### config.mk
export PLATFORM = sky130hd
export DESIGN_NAME = storage_write_gas_meter_core
export DESIGN_NICKNAME = d
export VERILOG_FILES = /design/src/design/swgm_pkg.sv /design/src/design/swgm_cost_decide.sv /design/src/design/storage_write_gas_meter_core.sv
export SDC_FILE = /design/constraint.sdc
export NUM_CORES = 1
export LEC_CHECK = 0
export BUFFER_PORTS_ARGS = -buffer_cell sky130_fd_sc_hd__buf_2
export CORE_ASPECT_RATIO = 0.6
export CORE_UTILIZATION = 50
export CTS_BUF_LIST = sky130_fd_sc_hd__clkbuf_4
export DETAILED_ROUTE_END_ITERATION = 6
export GPL_ROUTABILITY_DRIVEN = 0
export PLACE_DENSITY = 0.82
export SYNTH_ARGS = -nofsm -noshare
export SYNTH_HDL_FRONTEND = slang
export SYNTH_HIERARCHICAL = 1
export SYNTH_SLANG_ARGS = --single-unit
### constraint.sdc
create_clock -name clock -period 4.1 [get_ports clock]
set_input_delay 0.41 -clock clock [delete_from_list [all_inputs] [get_ports clock]]
set_output_delay 0.41 -clock clock [all_outputs]
set_load 0.01 [all_outputs]
### src/design/swgm_pkg.sv
`timescale 1ns / 1ps
// ----------------------------------------------------------------------------
// swgm_pkg
// Shared types and gas constants for the storage write gas meter.
// ----------------------------------------------------------------------------
package swgm_pkg;

   // rule set selected by the fork_era register
   typedef enum logic [1:0] {
      ERA_PRE_ISTANBUL = 2'd0,
      ERA_ISTANBUL     = 2'd1,
      ERA_BERLIN       = 2'd2,
      ERA_LONDON       = 2'd3
   } era_type;

   // flag vectors: zero bit0 current, bit1 original, bit2 new
   // equal bit0 current==new, bit1 original==current, bit2 original==new
   typedef struct packed {
      logic [2:0] zero;
      logic [2:0] equal;
   } flags_type;

   localparam logic [2:0] FLAGS_ALL = 3'b111;

   // gas amounts
   localparam logic [14:0] GAS_SET           = 15'd20000;
   localparam logic [14:0] GAS_RESET_OLD     = 15'd5000;
   localparam logic [14:0] GAS_RESET_BERLIN  = 15'd2900;
   localparam logic [14:0] GAS_SLOAD_OLD     = 15'd800;
   localparam logic [14:0] GAS_SLOAD_BERLIN  = 15'd100;
   localparam logic [14:0] GAS_COLD_SURCHARGE = 15'd2100;
   localparam logic [14:0] REFUND_CLEAR_OLD  = 15'd15000;
   localparam logic [14:0] REFUND_CLEAR_LONDON = 15'd4800;

endpackage

### src/design/swgm_cost_decide.sv
`timescale 1ns / 1ps
// ----------------------------------------------------------------------------
// swgm_cost_decide
// Cost and signed refund from the accumulated flags of one storage write.
// ----------------------------------------------------------------------------
module swgm_cost_decide (
   input  swgm_pkg::era_type   fork_era,
   input  swgm_pkg::flags_type flags,
   input  logic                cold_slot,
   output logic [14:0]         gas_cost,
   output logic [15:0]         refund_delta
);

   logic        cz, oz, nz;
   logic        c_eq_n, o_eq_c, o_eq_n;
   logic        berlin;
   logic [14:0] s_gas;
   logic [14:0] rst_gas;
   logic [14:0] r_gas;
   logic [14:0] write_cost;
   logic [16:0] refund;

   assign cz     = flags.zero[0];
   assign oz     = flags.zero[1];
   assign nz     = flags.zero[2];
   assign c_eq_n = flags.equal[0];
   assign o_eq_c = flags.equal[1];
   assign o_eq_n = flags.equal[2];

   // per-era amounts
   always_comb begin
      unique case (fork_era)
         swgm_pkg::ERA_PRE_ISTANBUL, swgm_pkg::ERA_ISTANBUL: begin
            berlin  = 1'b0;
            s_gas   = swgm_pkg::GAS_SLOAD_OLD;
            rst_gas = swgm_pkg::GAS_RESET_OLD;
            r_gas   = swgm_pkg::REFUND_CLEAR_OLD;
         end
         swgm_pkg::ERA_BERLIN: begin
            berlin  = 1'b1;
            s_gas   = swgm_pkg::GAS_SLOAD_BERLIN;
            rst_gas = swgm_pkg::GAS_RESET_BERLIN;
            r_gas   = swgm_pkg::REFUND_CLEAR_OLD;
         end
         swgm_pkg::ERA_LONDON: begin
            berlin  = 1'b1;
            s_gas   = swgm_pkg::GAS_SLOAD_BERLIN;
            rst_gas = swgm_pkg::GAS_RESET_BERLIN;
            r_gas   = swgm_pkg::REFUND_CLEAR_LONDON;
         end
         default: begin
            berlin  = 1'b0;
            s_gas   = swgm_pkg::GAS_SLOAD_OLD;
            rst_gas = swgm_pkg::GAS_RESET_OLD;
            r_gas   = swgm_pkg::REFUND_CLEAR_OLD;
         end
      endcase
   end

   // net metering decision, refund kept modulo 2^17 then truncated
   always_comb begin
      refund = 17'd0;
      if (fork_era == swgm_pkg::ERA_PRE_ISTANBUL) begin
         write_cost = (cz && !nz) ? swgm_pkg::GAS_SET : swgm_pkg::GAS_RESET_OLD;
         if (!cz && nz) begin
            refund = {2'b00, swgm_pkg::REFUND_CLEAR_OLD};
         end
      end else begin
         priority if (c_eq_n) begin
            // no-op write
            write_cost = s_gas;
         end else if (o_eq_c) begin
            // first write in this transaction
            write_cost = oz ? swgm_pkg::GAS_SET : rst_gas;
            if (!oz && nz) begin
               refund = {2'b00, r_gas};
            end
         end else begin
            // dirty write
            write_cost = s_gas;
            if (!oz) begin
               if (cz) begin
                  refund = refund - {2'b00, r_gas};
               end
               if (nz) begin
                  refund = refund + {2'b00, r_gas};
               end
            end
            if (o_eq_n) begin
               if (oz) begin
                  refund = refund + {2'b00, swgm_pkg::GAS_SET} - {2'b00, s_gas};
               end else begin
                  refund = refund + {2'b00, rst_gas} - {2'b00, s_gas};
               end
            end
         end
      end
   end

   // cold slot surcharge from berlin on
   assign gas_cost     = (berlin && cold_slot) ? write_cost + swgm_pkg::GAS_COLD_SURCHARGE
                                               : write_cost;
   assign refund_delta = refund[15:0];

endmodule

### src/design/storage_write_gas_meter_core.sv
`timescale 1ns / 1ps
// A limb marked last passes the input register and then the result register, which raises rsp_tvalid.
// Throughput: one limb per cycle; the input register and the result register
// overlap, so limbs keep flowing while a finished result waits on rsp, until
// the next closing limb reaches the input register.
// Reset: fork_era returns to London rules, zero and equality flags to all ones,
// both pipeline registers empty.
// ----------------------------------------------------------------------------
// storage_write_gas_meter_core
// SSTORE gas meter: per-limb compare, flag accumulation, cost and refund.
// ----------------------------------------------------------------------------
module storage_write_gas_meter_core (
   input  logic         clock,
   input  logic         reset,
   // configuration
   input  logic         csr_wen,
   input  logic [1:0]   csr_wdata,     // fork_era
   // request stream
   input  logic         req_tvalid,
   output logic         req_tready,
   input  logic [191:0] req_tdata,     // current_limb, original_limb, new_limb
   input  logic         req_tuser,     // cold_slot
   input  logic         req_tlast,     // last_limb
   // response stream
   output logic         rsp_tvalid,
   input  logic         rsp_tready,
   output logic [31:0]  rsp_tdata      // gas_cost[14:0], refund_delta[30:15], zero pad
);

   swgm_pkg::era_type   fork_era_ff;
   logic                s1_valid_ff;
   swgm_pkg::flags_type s1_flags_ff;
   swgm_pkg::flags_type s1_flags_in;
   logic                s1_cold_ff;
   logic                s1_last_ff;
   logic [2:0]          acc_zero_ff;
   logic [2:0]          acc_equal_ff;
   swgm_pkg::flags_type merged;
   logic                rsp_valid_ff;
   logic [14:0]         cost_ff;
   logic [15:0]         refund_ff;
   logic [14:0]         cost_in;
   logic [15:0]         refund_in;
   logic                out_free;
   logic                s1_adv;
   logic [63:0]         cur_limb, org_limb, new_limb;

   // configuration register
   always_ff @(posedge clock) begin
      if (reset) begin
         fork_era_ff <= swgm_pkg::ERA_LONDON;
      end else if (csr_wen) begin
         fork_era_ff <= swgm_pkg::era_type'(csr_wdata);
      end
   end

   // per-limb compares ahead of the input register
   assign cur_limb = req_tdata[63:0];
   assign org_limb = req_tdata[127:64];
   assign new_limb = req_tdata[191:128];

   always_comb begin
      s1_flags_in.zero[0]  = (cur_limb == 64'd0);
      s1_flags_in.zero[1]  = (org_limb == 64'd0);
      s1_flags_in.zero[2]  = (new_limb == 64'd0);
      s1_flags_in.equal[0] = (cur_limb == new_limb);
      s1_flags_in.equal[1] = (org_limb == cur_limb);
      s1_flags_in.equal[2] = (org_limb == new_limb);
   end

   // pipeline flow control
   assign out_free   = !rsp_valid_ff || rsp_tready;
   assign s1_adv     = s1_valid_ff && (!s1_last_ff || out_free);
   assign req_tready = !s1_valid_ff || s1_adv;

   // input register
   always_ff @(posedge clock) begin
      if (reset) begin
         s1_valid_ff <= 1'b0;
      end else if (req_tready) begin
         s1_valid_ff <= req_tvalid;
      end
   end

   always_ff @(posedge clock) begin
      if (req_tready && req_tvalid) begin
         s1_flags_ff <= s1_flags_in;
         s1_cold_ff  <= req_tuser;
         s1_last_ff  <= req_tlast;
      end
   end

   // flags of this limb folded into the running flags
   assign merged.zero  = acc_zero_ff & s1_flags_ff.zero;
   assign merged.equal = acc_equal_ff & s1_flags_ff.equal;

   always_ff @(posedge clock) begin
      if (reset) begin
         acc_zero_ff  <= swgm_pkg::FLAGS_ALL;
         acc_equal_ff <= swgm_pkg::FLAGS_ALL;
      end else if (s1_adv) begin
         if (s1_last_ff) begin
            acc_zero_ff  <= swgm_pkg::FLAGS_ALL;
            acc_equal_ff <= swgm_pkg::FLAGS_ALL;
         end else begin
            acc_zero_ff  <= merged.zero;
            acc_equal_ff <= merged.equal;
         end
      end
   end

   // cost and refund
   swgm_cost_decide u_decide (
      .fork_era     (fork_era_ff),
      .flags        (merged),
      .cold_slot    (s1_cold_ff),
      .gas_cost     (cost_in),
      .refund_delta (refund_in)
   );

   // result register
   always_ff @(posedge clock) begin
      if (reset) begin
         rsp_valid_ff <= 1'b0;
      end else if (s1_adv && s1_last_ff) begin
         rsp_valid_ff <= 1'b1;
      end else if (rsp_tready) begin
         rsp_valid_ff <= 1'b0;
      end
   end

   always_ff @(posedge clock) begin
      if (s1_adv && s1_last_ff) begin
         cost_ff   <= cost_in;
         refund_ff <= refund_in;
      end
   end

   assign rsp_tvalid = rsp_valid_ff;
   assign rsp_tdata  = {1'b0, refund_ff, cost_ff};

   // a closing limb always produces a result on the next cycle
   assert property (@(posedge clock) disable iff (reset)
      (s1_adv && s1_last_ff) |=> rsp_valid_ff)
      else $error("closing limb did not produce a result");

   // running flags restart after a closing limb
   assert property (@(posedge clock) disable iff (reset)
      (s1_adv && s1_last_ff) |=>
         (acc_zero_ff == swgm_pkg::FLAGS_ALL && acc_equal_ff == swgm_pkg::FLAGS_ALL))
      else $error("flags not restarted after closing limb");

   // input stalls only behind a closing limb blocked by a held result
   assert property (@(posedge clock) disable iff (reset)
      !req_tready |-> (s1_valid_ff && s1_last_ff && rsp_valid_ff && !rsp_tready))
      else $error("request stalled without a blocked result");

   // every result charges at least the cheapest access
   assert property (@(posedge clock) disable iff (reset)
      rsp_valid_ff |-> (cost_ff >= swgm_pkg::GAS_SLOAD_BERLIN))
      else $error("result cost below minimum");

endmodule
### After elaboration in Yosys (flattened, before gate mapping)

Index checks and enable logic that the tools add are counted.

* latch bits: 0
* bits in writable memories: 0
* output and inout port bits: 34
* word-level logic and storage cells: 81
* flip-flop bits (word level): 49
* memories: 0
* ROM bits: 0

* div/mod/pow operators: 0
* equality and inequality tests: 6
* multiply operators: 0
* $add $sub $neg: 7
* bitwise operators: 2
* mux-type cells: 31
* reductions and logical operators: 24
* $lt $le $gt $ge: 0
* shift operators: 0

Operator list (number)
* $mux W16: 15
* $eq A64 B64 Y1: 3
* $logic_not A64 Y1: 3
* $mux W15: 7
* $pmux W15 S2: 3
* $add A16 B15 Y16: 2
* $sub A16 B15 Y16: 2
* $add A16 B15 Y16 const B: 1
* $sub A1 B15 Y16 const A: 1
* $add A15 B12 Y15 const B: 1
* $mux W14: 1
* $logic_and A1 B1 Y1: 7
* $and A3 B3 Y3: 2
* $logic_not A1 Y1: 6
* $mux W3: 2
* $eq A2 B2 Y1 const B: 2
* $reduce_or A2 Y1: 2
* $logic_or A1 B1 Y1: 3
* $reduce_or A3 Y1: 1
* $eq A2 B1 Y1 const B: 1
* $logic_not A2 Y1: 1
* $mux W1: 2
* $pmux W1 S2: 1
* $reduce_bool A2 Y1: 1

### Depth between registers and ports, before layout

* depth in word-level cells: 22
* depth in mapped cells: 17
* depth with buffers taken out: 16

### Cells and area by module

The synthesis kept the hierarchy.

By module, submodules not included
* storage_write_gas_meter_core: sequential area each 1371.3 sq um, times used 1, cells an instance 402, area each 4046.4 sq um
* swgm_cost_decide: sequential area each 0.0 sq um, times used 1, cells an instance 291, area each 1925.6 sq um

### Worst setup path before layout

OpenSTA, ideal clock, no wires.

* path kind: reg-to-reg
* start point: register s1_flags_ff[4] (netlist bit)
* end point: register refund_ff[9] (data pin)
* slack: 0.496 ns
* buffers on the path: 2
* arrival time: 3.344 ns
* cell stages (with the launch flop): 15
* cells stage by stage: edfxtp_1 > and2_1 > buf_2 > or3b_1 > clkbuf_1 > nor2_1 > nor2_1 > ha_1 > fa_1 > nand2b_1 > a211o_1 > nand2_1 > xnor2_1 > a31oi_1 > a221o_1

RTL lines
* start: declaration: line storage_write_gas_meter_core.sv:32 `swgm_pkg::flags_type s1_flags_ff;`
* start signal: assignment: line storage_write_gas_meter_core.sv:87 `s1_flags_ff <= s1_flags_in;`
* end signal: assignment: line storage_write_gas_meter_core.sv:135 `refund_ff <= refund_in;`
* end: declaration: line storage_write_gas_meter_core.sv:41 `logic [15:0] refund_ff;`

==> impl_metrics.json <==
{
  "wl_per_cell_um": 21.9,
  "slew_violations": 0,
  "p_per_area_nw_per_um2": 210,
  "path_max_fanout": 6,
  "synth_edf_count": 39,
  "tightest_slew_ns": 1.07,
  "maxCapViolCount": 0,
  "drt_iter0_drc": 1017,
  "core_area_um2": 11400,
  "finalCriticalPeriod_ns": 3.79,
  "clockBufferDepth": 2,
  "grt_pass1_wl_um": 35400,
  "ys_warn_count": 6,
  "die_w_um": 143,
  "cp-end-kind": "flop",
  "clock.fmax_ghz": 0.264,
  "hold_class": "input pin to flop",
  "p_sw_share_pct": 40.8,
  "syn_to_final_growth_pct": 23.5,
  "nNetsFinal": 1162,
  "crit_type": "flop to flop",
  "slew_headroom_pct": 28.1,
  "rsz0062_at_grt": "no",
  "fin_crit_sh_pct": 92.5,
  "drive_above_1_share_pct": 27.6,
  "root_buffer": "clkbuf_4",
  "grt_pass1_vias": 6281,
  "start_util_pct": 52.2,
  "clkLatencyLatePin_ns": 0.40,
  "startpoint": "s1_flags_ff[3]$_DFFE_PP_",
  "drc": 0,
  "power.internal_uw": 916,
  "syn_area_um2": 5970,
  "rows": 30,
  "numPortBuffers": 233,
  "async_flop_share_pct": 0,
  "cts_resized": 0,
  "finalSetupViolCount": 0,
  "numCtsBuffers": 5,
  "cts_hold_buf": 0,
  "ios": 235,
  "path_delay_family": "simple AND/OR/NAND/NOR gates",
  "synth_area_per_cell_um2": 8.62,
  "hold-worst-slack_ns": 0.172,
  "synth_ff_type": "edfxtp_1",
  "critPathRequiredTime_ns": 4.28,
  "vias_per_cell": 6.33,
  "grt.overflow.total": 0,
  "stdcell_count": 1089,
  "p_comb_share_pct": 47.2,
  "critPathMaxStageDelay_ns": 0.48,
  "grtUsageTotal_pct": 38.7,
  "min-delay-start": "req_tuser",
  "crit_slowest_cell": "fa_1",
  "die_h_um": 86.7,
  "cts_setup_buffers": 0,
  "vias": 6889,
  "path_cells": "and2_1 -> or3b_1 -> inv_1 -> nand2_1 -> inv_1 -> nor2_1 -> ha_1 -> fa_1 -> nand2b_1 -> a211o_1 -> nand2_1 -> xnor2_1 -> a31oi_1 -> a221o_1",
  "seq_power_share_pct": 36.8,
  "synth.distinct_cells": 63,
  "place_hpwl_um": 20200,
  "grt_antenna_before_repair": 2,
  "finalHoldViolCount": 0,
  "fin_area_um2": 7370,
  "post-place-cells": 1079,
  "dpl_cell_area_um2": 7310,
  "path_buf_inv": 2,
  "vdd_drop_max_uv": 112,
  "leakagePower_nw": 3.29,
  "wl_um": 23900,
  "cp.arrival_ns": 3.98,
  "dieArea_um2": 12400,
  "clkPwrFrac_pct": 16.1,
  "path_clk_slew_ns": 0.17,
  "grt_max_degree": 33,
  "power.total_mw": 1.55,
  "clock_sinks": 49,
  "synth-seq-area-share_pct": 23.0,
  "p_sw_uw": 631,
  "dr.pass1.iters": 7,
  "synth-seq-cells": 49,
  "cts_tree": "built",
  "start_kind": "flop",
  "htreeDepth": 2,
  "rr_startpoint": "s1_flags_ff[3]$_DFFE_PP_",
  "setup_tns_ns": 0,
  "status": "finished, final reports clean",
  "fin_skew_ns": 0.0187,
  "synth_cells": 693,
  "postRouteAntennaNets": 0
}
## metal layers
| metal | wire length (um) | vias up | share of wire (%) | GRT usage, % |
|---|---|---|---|---|
| li1 | - | 3019 | - | - |
| met4 | 682 | 2 | 2.9 | 7.92 |
| met2 | 8810 | 594 | 37 | 50.6 |
| met5 | 59 | - | 0.25 | 0 |
| met3 | 4790 | 104 | 20 | 21.5 |
| met1 | 9510 | 3170 | 40 | 54.0 |
## through the flow
stage               util, %  worst slack (ns)
CTS                    64.4             0.333
floorplan                 -             0.496
global placement       63.8             0.443
detailed placement     63.8             0.355
finish                 64.4             0.309
global route           64.4            0.0179
## cell usage after synthesis (all sizes together), types with 3 or more instances
| cell | number | share of area, % |
|---|---|---|
| a211o | 5 | 0.73 |
| a211oi | 8 | 1.0 |
| a21o | 3 | 0.38 |
| a21oi | 23 | 1.9 |
| a221o | 3 | 0.50 |
| a31oi | 6 | 0.63 |
| and2 | 10 | 1.0 |
| and3 | 3 | 0.31 |
| buf | 12 | 1.3 |
| clkbuf | 6 | 0.38 |
| dfxtp | 10 | 3.4 |
| edfxtp | 39 | 20 |
| ha | 33 | 6.9 |
| inv | 29 | 1.8 |
| nand2 | 41 | 2.6 |
| nand2b | 5 | 0.52 |
| nand3 | 6 | 0.50 |
| nand3b | 3 | 0.38 |
| nand4 | 25 | 2.6 |
| nor2 | 26 | 1.6 |
| nor2b | 9 | 0.94 |
| nor3 | 5 | 0.42 |
| nor4 | 104 | 11 |
| o211ai | 4 | 0.50 |
| o21a | 6 | 0.75 |
| o21ai | 25 | 2.1 |
| or3b | 3 | 0.44 |
| xnor2 | 7 | 1.0 |
| xor2 | 200 | 30 |
## area by class of cell
cell class | instances | area [um^2]
clock buffers | 5 | 37.5
clock inverters | 3 | 26.3
inverters | 30 | 113
diodes | 2 | 5.00
flip-flops and latches | 49 | 1370
repair buffers | 240 | 1220
fillers | 956 | 4070
multi-input cells | 600 | 4400
well taps | 160 | 200
## power groups by stage
| stage | sequential (mW) | clock [mW] | combinational (mW) |
|---|---|---|---|
| CTS | 0.569 | 0.257 | 0.695 |
| floorplan | 0.581 | 0 | 0.379 |
| global placement | 0.579 | 0 | 0.679 |
| detailed placement | 0.580 | 0 | 0.690 |
| finish | 0.568 | 0.248 | 0.730 |
| global route | 0.571 | 0.269 | 0.775 |
## cells in the final DEF (no fill, tap or decap), drive strengths merged, types with 7 or more instances in the layout
cell type  synthesis  layout
a211oi             8       8
xor2             200     200
a21oi             23      23
nand4             25      25
xnor2              7       7
nand2             41      41
ha                33      33
and2              10      10
nor4             104     104
edfxtp            39      39
nor2b              9       9
buf               12     240
dfxtp             10      10
nor2              26      26
o21ai             25      25
inv               29      30
## state kept, by name (all words and copies together), names as in the netlist
signal	flops
s1_last_ff	1
acc_zero_ff	3
rsp_tvalid	1
s1_cold_ff	1
s1_flags_ff	6
s1_valid_ff	1
cost_ff	15
acc_equal_ff	3
fork_era_ff	2
refund_ff	16
## worst paths after layout
kind	cells past startpoint	slack [ns]	endpoint
worst max-delay path	14	0.31	refund_ff[9]$_DFFE_PP_
worst min-delay path	1	0.17	s1_cold_ff$_DFFE_PP_
worst max register to register	14	0.31	refund_ff[9]$_DFFE_PP_
worst min register to register	2	0.47	acc_zero_ff[2]$_SDFFE_PP1P_
## kinds of logic after synthesis
logic type | after synthesis | synth area share [%]
DFF | 49 | 23.0
xor gates and xnor gates | 207 | 30.6
and+or+nand+nor | 247 | 23.5
muxes | 1 | 0.168
other | 2 | 0.126
AOI/OAI and AO/OA | 103 | 11.4
buffers and inverters | 48 | 3.56
adders and majority gates | 36 | 7.75
Note: power is estimated with default switching activity, not from simulation.
